[src/rtl/core/clhp_pkg.sv]
package clhp_pkg;

	// characters in the matched header name, colon included
	localparam int NAME_LEN = 15;
	localparam int NAME_IDX_W = 4;
	localparam int LEN_W = 64;

	localparam logic [7:0] CH_CR    = 8'h0d;
	localparam logic [7:0] CH_LF    = 8'h0a;
	localparam logic [7:0] CH_TAB   = 8'h09;
	localparam logic [7:0] CH_VT    = 8'h0b;
	localparam logic [7:0] CH_FF    = 8'h0c;
	localparam logic [7:0] CH_SPACE = 8'h20;
	localparam logic [7:0] CH_PLUS  = 8'h2b;
	localparam logic [7:0] CH_MINUS = 8'h2d;
	localparam logic [7:0] CH_ZERO  = 8'h30;
	localparam logic [7:0] CH_NINE  = 8'h39;
	localparam logic [7:0] CH_UP_A  = 8'h41;
	localparam logic [7:0] CH_UP_Z  = 8'h5a;

	localparam logic [1:0] STATUS_FOUND     = 2'd0;
	localparam logic [1:0] STATUS_ABSENT    = 2'd1;
	localparam logic [1:0] STATUS_MALFORMED = 2'd2;

	typedef enum logic [2:0] {
		PH_NAME   = 3'd0,
		PH_GAP    = 3'd1,
		PH_LEAD   = 3'd2,
		PH_SIGN   = 3'd3,
		PH_DIGITS = 3'd4,
		PH_STOP   = 3'd5,
		PH_SKIP   = 3'd6
	} phase_t;

	typedef struct packed {
		logic [1:0]              status;
		logic signed [LEN_W-1:0] length_value;
	} result_t;

	// lower-case header name, one character per index
	function automatic logic [7:0] name_char(input logic [NAME_IDX_W-1:0] idx);
		logic [7:0] ch;
		case (idx)
			4'd0:    ch = 8'h63; // c
			4'd1:    ch = 8'h6f; // o
			4'd2:    ch = 8'h6e; // n
			4'd3:    ch = 8'h74; // t
			4'd4:    ch = 8'h65; // e
			4'd5:    ch = 8'h6e; // n
			4'd6:    ch = 8'h74; // t
			4'd7:    ch = 8'h2d; // -
			4'd8:    ch = 8'h6c; // l
			4'd9:    ch = 8'h65; // e
			4'd10:   ch = 8'h6e; // n
			4'd11:   ch = 8'h67; // g
			4'd12:   ch = 8'h74; // t
			4'd13:   ch = 8'h68; // h
			4'd14:   ch = 8'h3a; // :
			default: ch = 8'h00;
		endcase
		return ch;
	endfunction

endpackage

[src/rtl/core/clhp_byte_if.sv]
interface clhp_byte_if;
	logic       valid;
	logic       ready;
	logic [7:0] header_byte;
	logic       region_end;

	modport source (output valid, output header_byte, output region_end, input ready);
	modport sink   (input valid, input header_byte, input region_end, output ready);
endinterface

[src/rtl/core/clhp_result_if.sv]
interface clhp_result_if;
	logic                                valid;
	logic                                ready;
	logic [1:0]                          status;
	logic signed [clhp_pkg::LEN_W-1:0]   length_value;

	modport source (output valid, output status, output length_value, input ready);
	modport sink   (input valid, input status, input length_value, output ready);
endinterface

[src/rtl/core/clhp_out_queue.sv]
module clhp_out_queue (
	input  logic              clk,
	input  logic              arst_n,
	input  logic              push,
	input  clhp_pkg::result_t push_data,
	output logic              space,
	clhp_result_if.source     result
);
	import clhp_pkg::*;

	result_t head_q;
	result_t skid_q;
	logic    head_v_q;
	logic    skid_v_q;
	logic    pop;

	// a push is only offered while the skid slot is free
	assign space = !skid_v_q;
	assign pop   = head_v_q && result.ready;

	always_ff @(posedge clk or negedge arst_n) begin
		if (!arst_n) begin
			head_v_q <= 1'b0;
			skid_v_q <= 1'b0;
		end else if (skid_v_q) begin
			if (pop) begin
				head_v_q <= 1'b1;
				skid_v_q <= 1'b0;
			end
		end else if (head_v_q && !pop) begin
			if (push) begin
				skid_v_q <= 1'b1;
			end
		end else begin
			head_v_q <= push;
		end
	end

	always_ff @(posedge clk) begin
		if (skid_v_q) begin
			if (pop) begin
				head_q <= skid_q;
			end
		end else if (head_v_q && !pop) begin
			if (push) begin
				skid_q <= push_data;
			end
		end else if (push) begin
			head_q <= push_data;
		end
	end

	assign result.valid        = head_v_q;
	assign result.status       = head_q.status;
	assign result.length_value = head_q.length_value;

endmodule

[src/rtl/core/content_length_header_parser.sv]
// Content-Length header parser. Header bytes enter on the header channel one item per
// byte, with region_end set on the last byte of a header region; lines end in CR LF. The
// first line that begins with "Content-Length:" (any letter case) is read: spaces and tabs
// after the colon are skipped, then up to FIELD_CHARS characters are parsed as a signed
// decimal number in the manner of strtol, saturating at the VALUE_BITS extremes and
// sign-extended to 64 bits. Exactly one result item leaves per region: status found with
// the value on the LF that closes that line, status malformed (value -1) when no digit
// followed the name, or status absent (value -1) on the region_end byte when no complete
// matching line was seen. An unfinished last line is dropped. The block takes one byte
// per cycle while the result queue has space; a byte is held in the input register, and
// its result is written into the result queue, from which it leaves. The per-byte state
// update (name compare and a times-ten accumulate with overflow compare) is combinational.
// Input stalls only when two results are already waiting in the two-entry result queue.
module content_length_header_parser #(
	parameter int FIELD_CHARS = 63,
	parameter int VALUE_BITS  = 64
) (
	input  logic          clk,
	input  logic          arst_n,
	clhp_byte_if.sink     header,
	clhp_result_if.source result
);
	import clhp_pkg::*;

	localparam int CNT_W  = $clog2(FIELD_CHARS + 1);
	localparam int WIDE_W = VALUE_BITS + 4;

	// input register
	logic [7:0] byte_s1;
	logic       end_s1;
	logic       vld_s1;

	// parse state
	phase_t                  phase_q;
	logic [NAME_IDX_W-1:0]   idx_q;
	logic [CNT_W-1:0]        cnt_q;
	logic                    pcr_q;
	logic                    neg_q;
	logic [VALUE_BITS-1:0]   mag_q;
	logic                    sat_q;
	logic                    dig_q;
	logic                    answered_q;

	phase_t                  phase_n;
	logic [NAME_IDX_W-1:0]   idx_n;
	logic [CNT_W-1:0]        cnt_n;
	logic                    pcr_n;
	logic                    neg_n;
	logic [VALUE_BITS-1:0]   mag_n;
	logic                    sat_n;
	logic                    dig_n;
	logic                    answered_n;

	logic    res_v;
	result_t res_d;
	logic    q_space;
	logic    s1_go;

	// times-ten accumulate, straight from the registers: digits never share a byte with
	// a sign change or with a second digit
	logic [VALUE_BITS-1:0] half;
	logic [WIDE_W-1:0]     limit_w;
	logic [WIDE_W-1:0]     mag_w;
	logic [WIDE_W-1:0]     acc_w;
	logic                  acc_over;

	assign half     = {1'b1, {(VALUE_BITS-1){1'b0}}};
	assign limit_w  = WIDE_W'(neg_q ? half : half - 1'b1);
	assign mag_w    = WIDE_W'(mag_q);
	assign acc_w    = (mag_w << 3) + (mag_w << 1) + WIDE_W'(byte_s1[3:0]);
	assign acc_over = acc_w > limit_w;

	// the byte advances when the result queue can take whatever it may produce
	assign s1_go        = vld_s1 && q_space;
	assign header.ready = !vld_s1 || s1_go;

	always_ff @(posedge clk or negedge arst_n) begin
		if (!arst_n) begin
			vld_s1 <= 1'b0;
		end else if (header.ready) begin
			vld_s1 <= header.valid;
		end
	end

	always_ff @(posedge clk) begin
		if (header.ready && header.valid) begin
			byte_s1 <= header.header_byte;
			end_s1  <= header.region_end;
		end
	end

	always_comb begin
		logic [7:0]         c;
		logic [7:0]         lc;
		logic               is_dig;
		logic               is_ws;
		logic               line_done;
		logic               do_content;
		logic               room;
		logic signed [VALUE_BITS-1:0] sval;

		c      = byte_s1;
		lc     = (c >= CH_UP_A && c <= CH_UP_Z) ? c + 8'h20 : c;
		is_dig = c >= CH_ZERO && c <= CH_NINE;
		is_ws  = c == CH_SPACE || c == CH_TAB || c == CH_LF || c == CH_VT ||
			c == CH_FF || c == CH_CR;

		phase_n    = phase_q;
		idx_n      = idx_q;
		cnt_n      = cnt_q;
		pcr_n      = pcr_q;
		neg_n      = neg_q;
		mag_n      = mag_q;
		sat_n      = sat_q;
		dig_n      = dig_q;
		answered_n = answered_q;
		res_v      = 1'b0;
		res_d      = '{status: STATUS_ABSENT, length_value: '1};
		line_done  = 1'b0;
		do_content = 1'b0;
		room       = 1'b0;
		sval       = '0;

		if (!answered_q) begin
			if (pcr_q) begin
				if (c == CH_LF) begin
					pcr_n     = 1'b0;
					line_done = 1'b1;
				end else begin
					// held CR turns out to be an ordinary character
					room = cnt_q < CNT_W'(FIELD_CHARS);
					case (phase_q)
						PH_NAME: begin
							phase_n = PH_SKIP;
						end
						PH_GAP, PH_LEAD, PH_STOP: begin
							if (phase_q == PH_GAP) begin
								phase_n = PH_LEAD;
							end
							if (room) begin
								cnt_n = CNT_W'(cnt_q + 1'b1);
							end
						end
						PH_SIGN, PH_DIGITS: begin
							if (room) begin
								cnt_n   = CNT_W'(cnt_q + 1'b1);
								phase_n = PH_STOP;
							end
						end
						default: begin
						end
					endcase
					if (c != CH_CR) begin
						pcr_n      = 1'b0;
						do_content = 1'b1;
					end
				end
			end else if (c == CH_CR) begin
				pcr_n = 1'b1;
			end else begin
				do_content = 1'b1;
			end

			if (do_content) begin
				if (phase_n == PH_NAME) begin
					if (idx_n < NAME_IDX_W'(NAME_LEN) && lc == name_char(idx_n)) begin
						if (idx_n == NAME_IDX_W'(NAME_LEN - 1)) begin
							phase_n = PH_GAP;
						end
						idx_n = NAME_IDX_W'(idx_n + 1'b1);
					end else begin
						phase_n = PH_SKIP;
					end
				end else begin
					if (phase_n == PH_GAP && c != CH_SPACE && c != CH_TAB) begin
						phase_n = PH_LEAD;
					end
					room = cnt_n < CNT_W'(FIELD_CHARS);
					if (room && (phase_n == PH_LEAD || phase_n == PH_SIGN ||
						phase_n == PH_DIGITS || phase_n == PH_STOP)) begin
						cnt_n = CNT_W'(cnt_n + 1'b1);
						if (phase_n == PH_LEAD && is_ws) begin
							// leading white space
						end else if (phase_n == PH_LEAD && c == CH_PLUS) begin
							phase_n = PH_SIGN;
						end else if (phase_n == PH_LEAD && c == CH_MINUS) begin
							neg_n   = 1'b1;
							phase_n = PH_SIGN;
						end else if (phase_n != PH_STOP) begin
							if (is_dig) begin
								dig_n   = 1'b1;
								phase_n = PH_DIGITS;
								if (!sat_q) begin
									if (acc_over) begin
										sat_n = 1'b1;
										mag_n = limit_w[VALUE_BITS-1:0];
									end else begin
										mag_n = acc_w[VALUE_BITS-1:0];
									end
								end
							end else begin
								phase_n = PH_STOP;
							end
						end
					end
				end
			end

			if (line_done) begin
				if (phase_q == PH_GAP || phase_q == PH_LEAD || phase_q == PH_SIGN ||
					phase_q == PH_DIGITS || phase_q == PH_STOP) begin
					res_v      = 1'b1;
					answered_n = 1'b1;
					if (dig_q) begin
						sval               = $signed(neg_q ? -mag_q : mag_q);
						res_d.status       = STATUS_FOUND;
						res_d.length_value = LEN_W'(sval);
					end else begin
						res_d.status = STATUS_MALFORMED;
					end
				end else begin
					// line finished without a match: start the next one
					phase_n = PH_NAME;
					idx_n   = '0;
					cnt_n   = '0;
					neg_n   = 1'b0;
					mag_n   = '0;
					sat_n   = 1'b0;
					dig_n   = 1'b0;
				end
			end
		end

		if (end_s1) begin
			if (!answered_n) begin
				res_v = 1'b1;
				res_d = '{status: STATUS_ABSENT, length_value: '1};
			end
			// back to reset for the next region
			phase_n    = PH_NAME;
			idx_n      = '0;
			cnt_n      = '0;
			pcr_n      = 1'b0;
			neg_n      = 1'b0;
			mag_n      = '0;
			sat_n      = 1'b0;
			dig_n      = 1'b0;
			answered_n = 1'b0;
		end
	end

	always_ff @(posedge clk or negedge arst_n) begin
		if (!arst_n) begin
			phase_q    <= PH_NAME;
			idx_q      <= '0;
			cnt_q      <= '0;
			pcr_q      <= 1'b0;
			neg_q      <= 1'b0;
			mag_q      <= '0;
			sat_q      <= 1'b0;
			dig_q      <= 1'b0;
			answered_q <= 1'b0;
		end else if (s1_go) begin
			phase_q    <= phase_n;
			idx_q      <= idx_n;
			cnt_q      <= cnt_n;
			pcr_q      <= pcr_n;
			neg_q      <= neg_n;
			mag_q      <= mag_n;
			sat_q      <= sat_n;
			dig_q      <= dig_n;
			answered_q <= answered_n;
		end
	end

	// result register plus one skid slot
	clhp_out_queue u_out_queue (
		.clk       (clk),
		.arst_n    (arst_n),
		.push      (s1_go && res_v),
		.push_data (res_d),
		.space     (q_space),
		.result    (result)
	);

endmodule
[src/flat_wrapper.sv]
// flat-port wrapper written by rule: the top's interface ports become plain ports
module content_length_header_parser_flat import clhp_pkg::*;
#(
	parameter int FIELD_CHARS = 63,
	parameter int VALUE_BITS  = 64
)
  (clk, arst_n, header_valid, header_header_byte, header_region_end, header_ready, result_valid, result_status, result_length_value, result_ready);
  clhp_byte_if header_i ();
  clhp_result_if result_i ();
  input  logic clk;
  input  logic arst_n;
  input wire logic [$bits(header_i.valid)-1:0] header_valid;
  input wire logic [$bits(header_i.header_byte)-1:0] header_header_byte;
  input wire logic [$bits(header_i.region_end)-1:0] header_region_end;
  output wire logic [$bits(header_i.ready)-1:0] header_ready;
  output wire logic [$bits(result_i.valid)-1:0] result_valid;
  output wire logic [$bits(result_i.status)-1:0] result_status;
  output wire logic [$bits(result_i.length_value)-1:0] result_length_value;
  input wire logic [$bits(result_i.ready)-1:0] result_ready;
  assign header_i.valid = header_valid;
  assign header_i.header_byte = header_header_byte;
  assign header_i.region_end = header_region_end;
  assign header_ready = header_i.ready;
  assign result_valid = result_i.valid;
  assign result_status = result_i.status;
  assign result_length_value = result_i.length_value;
  assign result_i.ready = result_ready;
  content_length_header_parser #(.FIELD_CHARS(FIELD_CHARS), .VALUE_BITS(VALUE_BITS)) u_core (.clk(clk), .arst_n(arst_n), .header(header_i), .result(result_i));
endmodule
[config.mk]
export PLATFORM = sky130hd
export DESIGN_NAME = content_length_header_parser_flat
export DESIGN_NICKNAME = d
export VERILOG_FILES = /design/src/rtl/core/clhp_pkg.sv /design/src/rtl/core/clhp_byte_if.sv /design/src/rtl/core/clhp_result_if.sv /design/src/rtl/core/clhp_out_queue.sv /design/src/rtl/core/content_length_header_parser.sv /design/src/flat_wrapper.sv
export SDC_FILE = /design/constraint.sdc
export NUM_CORES = 1
export LEC_CHECK = 0
export BUFFER_PORTS_ARGS = -buffer_cell sky130_fd_sc_hd__clkbuf_2
export CAP_MARGIN = 20
export CORE_MARGIN = 1
export CORE_UTILIZATION = 68
export CTS_CLUSTER_SIZE = 14
export DETAILED_ROUTE_END_ITERATION = 12
export GPL_ROUTABILITY_DRIVEN = 1
export PLACE_DENSITY = 0.87
export RECOVER_POWER = 50
export SYNTH_ARGS = -nofsm -noshare
export SYNTH_HDL_FRONTEND = slang
export SYNTH_SLANG_ARGS = --single-unit
export TNS_END_PERCENT = 5
[constraint.sdc]
create_clock -name clk -period 16.41 [get_ports clk]
set_input_delay 1.641 -clock clk [delete_from_list [all_inputs] [get_ports clk]]
set_output_delay 1.641 -clock clk [all_outputs]
set_load 0.005 [all_outputs]
* After elaboration in Yosys (flattened, before gate mapping) *
Memory sizes are Yosys's and may differ from the RTL's.
Index checks and enable logic that the tools add are counted.

storage, ports and cells
  bits in registers = 226
  bits in latches = 0
  memory bits (writable) = 0
  memory bits (read-only) = 112
  input bits = 13
  memories = 1

operators by class
  add/subtract/negate cells = 7
  multiply operators = 0
  divide/modulo/power cells = 0
  $lt $le $gt $ge = 8
  equal/unequal tests = 27
  shift-type cells = 0
  multiplexer cells = 138
  bitwise operators = 1
  reduce and logical (&&, ||, !) cells = 40

memory list
  name             words  bits a word  read ports  clocked after memory_dff  wr ports  RTL line        RTL
  (no name shown)  16     7            1           0                         0         clhp_pkg.sv:43  case (idx)

operators by type and width
  kind                   count
  $mux W64               17
  $mux W66               9
  $mux W6                12
  $add A67 B65 Y68       1
  $add A68 B4 Y68        1
  $gt A68 B68 Y1         1
  $mux W3                22
  $mux W1                65
  $neg A64 Y64           1
  $eq A8 B4 Y1 const B   5
  $mux W8                4
  $mux W4                7
  $eq A8 B6 Y1 const B   3
  $ne A8 B4 Y1 const B   2
  $logic_and A1 B1 Y1    14
  $logic_or A1 B1 Y1     13
  $add A6 B1 Y6 const B  2
  $eq A3 B2 Y1 const B   4
  $eq A3 B3 Y1 const B   4
  $lt A6 B6 Y1 const B   2
  $pmux W3 S3            1
  $add A8 B6 Y8 const B  1
  $eq A8 B8 Y1           1
  $ge A8 B6 Y1 const B   1
  other kinds (21)       28

* Logic depth before layout (Yosys ltp) *
  depth after elaboration = 25
  gate-level depth with buffers = 28
  depth with buffers taken out = 26

* Cells and area by module *
A second synthesis with hierarchy kept.

second synthesis, totals
  cell total of the unflattened synthesis = 1904
  area, all modules = 18123.6 um^2

by module, submodules not included
  module                        instances  cells each  area an instance (um^2)  seq. area each (um^2)
  content_length_header_parser  1          1686        12901.1                  2347.3
  clhp_out_queue                1          218         5222.5                   4013.8

* Least setup slack after synthesis *
Ideal clock, no wire load.

  path type = reg2reg
  start = reg u_core.mag_q[2]
  end = reg u_core.mag_q[3]
  setup time = 0.126 ns
  arrival = 5.646 ns
  path slack = 10.638 ns
  stages on the path, launching flop included = 25
  period minus slack after synthesis = 5.772 ns
  path through = dfrtp_1 > fa_1 > inv_1 > fa_1 > nor2b_1 > o31a_1 > o21ai_0 > o21ai_0 > a41o_1 > a21o_1 > a21oi_1 > xnor2_1 > ha_1 > a21oi_1 > nand2_1 > a221o_1 > or3_1 > a21oi_1 > a31oi_1 > a311oi_1 > o211ai_1 > a2111oi_4 > nor3b_2 > buf_2 > a221o_2

on the way
  longest elaborated chain between the ends = 17

ends and longest elaborated chain
  what                    RTL line                             RTL
  start, declared         content_length_header_parser.sv:39   logic [VALUE_BITS-1:0] mag_q;
  start signal, assigned  content_length_header_parser.sv:269  mag_q <= mag_n;
  $add A67 B65 Y68 *      content_length_header_parser.sv:70   assign acc_w = (mag_w << 3) + (mag_w << 1) + WIDE_W'(byte_s1[3:0]);
  $add A68 B4 Y68 *       content_length_header_parser.sv:70
  $gt A68 B68 Y1          content_length_header_parser.sv:71   assign acc_over = acc_w > limit_w;
  $mux W64 *              content_length_header_parser.sv:194  if (acc_over) begin
  $mux W64 *              content_length_header_parser.sv:193  if (!sat_q) begin
  $mux W64 *              content_length_header_parser.sv:190  if (is_dig) begin
  $mux W64 *              content_length_header_parser.sv:189  end else if (phase_n != PH_STOP) begin
  $mux W64 *              content_length_header_parser.sv:186  end else if (phase_n == PH_LEAD && c == CH_MINUS) begin
  $mux W64 *              content_length_header_parser.sv:184  end else if (phase_n == PH_LEAD && c == CH_PLUS) begin
  $mux W64 *              content_length_header_parser.sv:182  if (phase_n == PH_LEAD && is_ws) begin
  $mux W64 *              content_length_header_parser.sv:179  if (room && (phase_n == PH_LEAD || phase_n == PH_SIGN ||
  $mux W64 *              content_length_header_parser.sv:165  if (phase_n == PH_NAME) begin
  $mux W64 *              content_length_header_parser.sv:164  if (do_content) begin
  $mux W64                content_length_header_parser.sv:210  if (phase_q == PH_GAP || phase_q == PH_LEAD || phase_q == PH_SIGN ||
  $mux W64 *              content_length_header_parser.sv:209  if (line_done) begin
  $mux W64 *              content_length_header_parser.sv:124  if (!answered_q) begin
  $mux W64 *              content_length_header_parser.sv:234  if (end_s1) begin

Mark *: on every way between the ends. The rest lies on a longest branch, timed or not. The select of a mux whose other input is x is not followed.
A chain may end at the register's enable or synchronous reset.

* Worst setup path after layout *
  start = reg u_core.mag_q[2]
  end = reg u_core.mag_q[35]

Same word-level chain as after synthesis.

==> flow_summary.toml <==
[synth]
synthTopCellsByArea = "edfxtp_1 24%, ha_1 14%, dfrtp_1 12%"
synth_fa_ha_area_share_pct = 14.7
muxShareOfSynthArea_pct = 4.94
synth_top_family_by_area = "compound AO/OA/AOI/OAI gates"
synth_compound_area_share_pct = 20.3
synth_area_leader_cell = "edfxtp_1"
synth_flop_cell = "edfxtp_1"
syn_avg_cell_area_um2 = 10.0
synth.distinct_cells = 96
synth_edf_count = 141
yosys_warnings = 0
synthCells = 1736
synth.net_count = 1952
synth_seq_area_share_pct = 36.6
synth_xor_area_share_pct = 6.31
netlist.area_leader.share_pct = 24.4
synthesis.area_um2 = 17400
async_flop_share_pct = 37.6
synth_simple_gate_area_share_pct = 13.8
synth_seq_cells = 226

[cells_and_area]
drive_above_1_share_pct = 10.7
nNetsFinal = 1989
area.growth.synth_to_final_pct = 7.11
fill_cells = 1759

[route]
drc = 0
first_pass_iters = 6
route.vias.total = 14800
wl_per_cell_um = 22.6
drt_iter0_drc = 1762
antenna_left = 0
routed_wl_um = 48000
viasPerCell = 6.98

[setup_path]
path_max_fanout = 39
startpoint_type = "flop"
path_class = "reg2reg"
cp.required_ns = 16.86
cpPeakStageDelay_ns = 0.60
arrival_ns = 8.33
cp_top_family = "compound AO/OA/AOI/OAI gates"
path_cells = "fa_1 > ha_1 > a211oi_1 > o21ai_0 > a31oi_1 > a211o_1 > a21o_1 > o21ai_0 > a21o_1 > nand2_1 > o21ai_0 > xor2_1 > ha_1 > nand4_1 > nor4_1 > nand4_1 > o21ai_0 > a31oi_1 > a311oi_1 > o211ai_1 > a2111oi_4 > and2_2 > buf_4 > a221o_1"
crit_path_end_kind = "flop"
crit_path_top_delay_cell = "and2_2"
cp_num_buf_inv = 1
cp_common_cell = "o21ai_0"

[power_and_ir_drop]
power_frac_seq_pct = 45.7
swShare_pct = 29.4
power.density_nw_per_um2 = 78.6
p_int_uw = 1030
clock_power_share_pct = 37.4
power_leakage_uw = 0.00766
total_power_uw = 1460
ir_drop_mv = 0.111
p_comb_share_pct = 16.8
switching_power_uw = 430

[clock_tree]
cts_made_buffers = 25
clockBufferDepth = 3
htreeDepth = 1
post_cts_resized = 0
cts_setup_buffers = 0
cts_tree = "built"
postCtsHoldBufs = 0
clock_latency_ns = 0.54
clk_pin_slew_ns = 0.06
clockRootBuffer = "clkbuf_16"
cts_num_sinks = 226

[timing]
rsz0062_at_grt = "false"
worst_pin_slew_ns = 3.62
min_period_ns = 7.87
fin_setup_tns_ns = 0
hold_violations = 0
finalSetupViolCount = 0
fin_crit_sh_pct = 48.0
drv_slew = 220
fmax_mhz = 127
max_slew_margin_pct = -141
skew_ns = 0.0220

[floorplan]
fp-row-count = 58
start_util_pct = 69.1
dieArea_um2 = 26200
io_pins = 81
die_w_um = 162
die_h_um = 162
core_um2 = 25100

[run_status]
status = "finished with violations"
violations = "capacitance limit, slew limit"

[placed_design]
port-buffer-count = 80
dpl.hpwl_um = 34500
place.gp.congestion = 1.01

[global_route]
grt_pass1_wl_um = 76100
grt_usage_pct = 36.6
grt_max_degree = 73
antenna_found_initial = 1
gr-total-overflow = 0
grt_pass1_vias = 14100

[run]
cap_violations = 4

[hold_path]
hp-class = "reg2reg"
cell usage in the layout, fill, tap and decap left out, types with 11 or more instances in the layout:
cell	Yosys	routed
a21oi_1	140	139
nor2_1	67	67
clkbuf_2	0	38
o31ai_1	31	32
nand4_1	40	40
nand2b_1	19	19
nor2b_1	12	12
clkbuf_16	0	25
mux2_2	69	69
a31oi_1	12	12
dfrtp_1	85	83
a21o_1	27	27
clkbuf_1	46	53
xor2_1	79	79
o41ai_1	12	12
nand3_1	29	29
a211oi_1	11	11
inv_1	42	42
ha_1	201	201
nand2_1	175	175
edfxtp_1	141	141
a221o_1	63	63
and3_1	23	22
nor3_1	26	26
xnor2_1	46	46
o211ai_1	19	19
o21ai_0	108	108
synth_stat cells, types with 12 or more instances:
library cell	instances
nand3_1	29
a21oi_1	140
buf_2	25
a221o_1	63
nor2_1	67
nand2b_1	19
xor2_1	79
clkbuf_1	46
nand2_1	175
o31ai_1	31
o21ai_0	108
xnor2_1	46
a21o_1	27
edfxtp_1	141
nand4_1	40
ha_1	201
o211ai_1	19
nor3_1	26
inv_1	42
dfrtp_1	85
and3_1	23
o41ai_1	12
a31oi_1	12
nor2b_1	12
mux2_2	69
stage by stage:
stage	hold slack [ns]	utilization, %	instance area (um2)	setup slack (ns)	std cells
after floorplan	0.485	-	17400	10.64	1736
after detailed placement	0.531	71.2	17900	8.77	2075
after CTS	0.547	74.4	18700	8.71	2120
final	0.545	74.0	18600	8.54	2122
after global routing	0.558	74.0	18600	8.05	2121
after global placement	0.516	71.2	17900	8.94	2075
flip-flops by register name, indices dropped and copies added (netlist names), 2 cells and up:
register / flops
u_core.cnt_q: 6
u_core.mag_q: 64
u_core.u_out_queue.result.length_value: 64
u_core.idx_q: 4
u_core.byte_s1: 8
u_core.u_out_queue.result.status: 2
u_core.u_out_queue.skid_q: 66
u_core.phase_q: 3
logic make-up after synthesis:
logic type,count (synthesis)
XOR/XNOR,125
AND/OR/NAND/NOR,472
buffers and inverters,125
multiplexers,77
adder cells (fa/ha/maj),203
AO/OA/AOI/OAI,508
flip-flops,226
power groups by stage:
stage / logic [uW] / registers, uW / clock network [uW]
2_1_floorplan: 195 / 665 / 0
3_3_place_gp: 235 / 673 / 0
3_5_place_dp: 243 / 673 / 0
4_1_cts: 245 / 662 / 548
5_1_grt: 267 / 672 / 568
6_report: 246 / 668 / 547
final timing paths:
kind,depth (start not counted),start,endpoint,slack (ns)
worst max register to register,24,u_core.mag_q[2],u_core.mag_q[35],8.54
max in group asynchronous,2,arst_n,u_core.neg_q,10.67
min in group asynchronous,1,arst_n,u_core.mag_q[58],1.98
worst max-delay path,24,u_core.mag_q[2],u_core.mag_q[35],8.54
worst min-delay path,2,u_core.u_out_queue.skid_q[65],u_core.u_out_queue.result.status[1],0.55
worst min register to register,2,u_core.u_out_queue.skid_q[65],u_core.u_out_queue.result.status[1],0.55
routing by layer:
metal / vias to the layer above / global-route usage (%) / part of all wire, %
met5: - / 0 / 0
met4: 0 / 11.5 / 3.1
met3: 137 / 6.26 / 9.4
met2: 833 / 59.0 / 46
met1: 7089 / 50.4 / 41
li1: 6763 / - / -
worst register-to-register path, cell delays in order, from the launching register on:
cell	delay, ns
dfrtp_1	0.56
fa_1	0.50
ha_1	0.32
a211oi_1	0.09
o21ai_0	0.49
a31oi_1	0.21
a211o_1	0.38
a21o_1	0.23
o21ai_0	0.51
a21o_1	0.20
nand2_1	0.08
o21ai_0	0.23
xor2_1	0.29
ha_1	0.21
nand4_1	0.18
nor4_1	0.59
nand4_1	0.18
o21ai_0	0.12
a31oi_1	0.08
a311oi_1	0.23
o211ai_1	0.19
a2111oi_4	0.54
and2_2	0.60
buf_4	0.53
a221o_1	0.28
area by class of cell:
class	count	area [um2]	share of cell area (%)
diodes	1	2.50	0.0135
clock buffers	35	693	3.73
clock inverters	10	91.3	0.491
inverters	43	161	0.868
multi-input cells	1385	10400	56.2
flip-flops and latches	226	6370	34.2
well taps	330	413	2.22
repair buffers	92	420	2.26
Power figures use the tool's default switching activity.
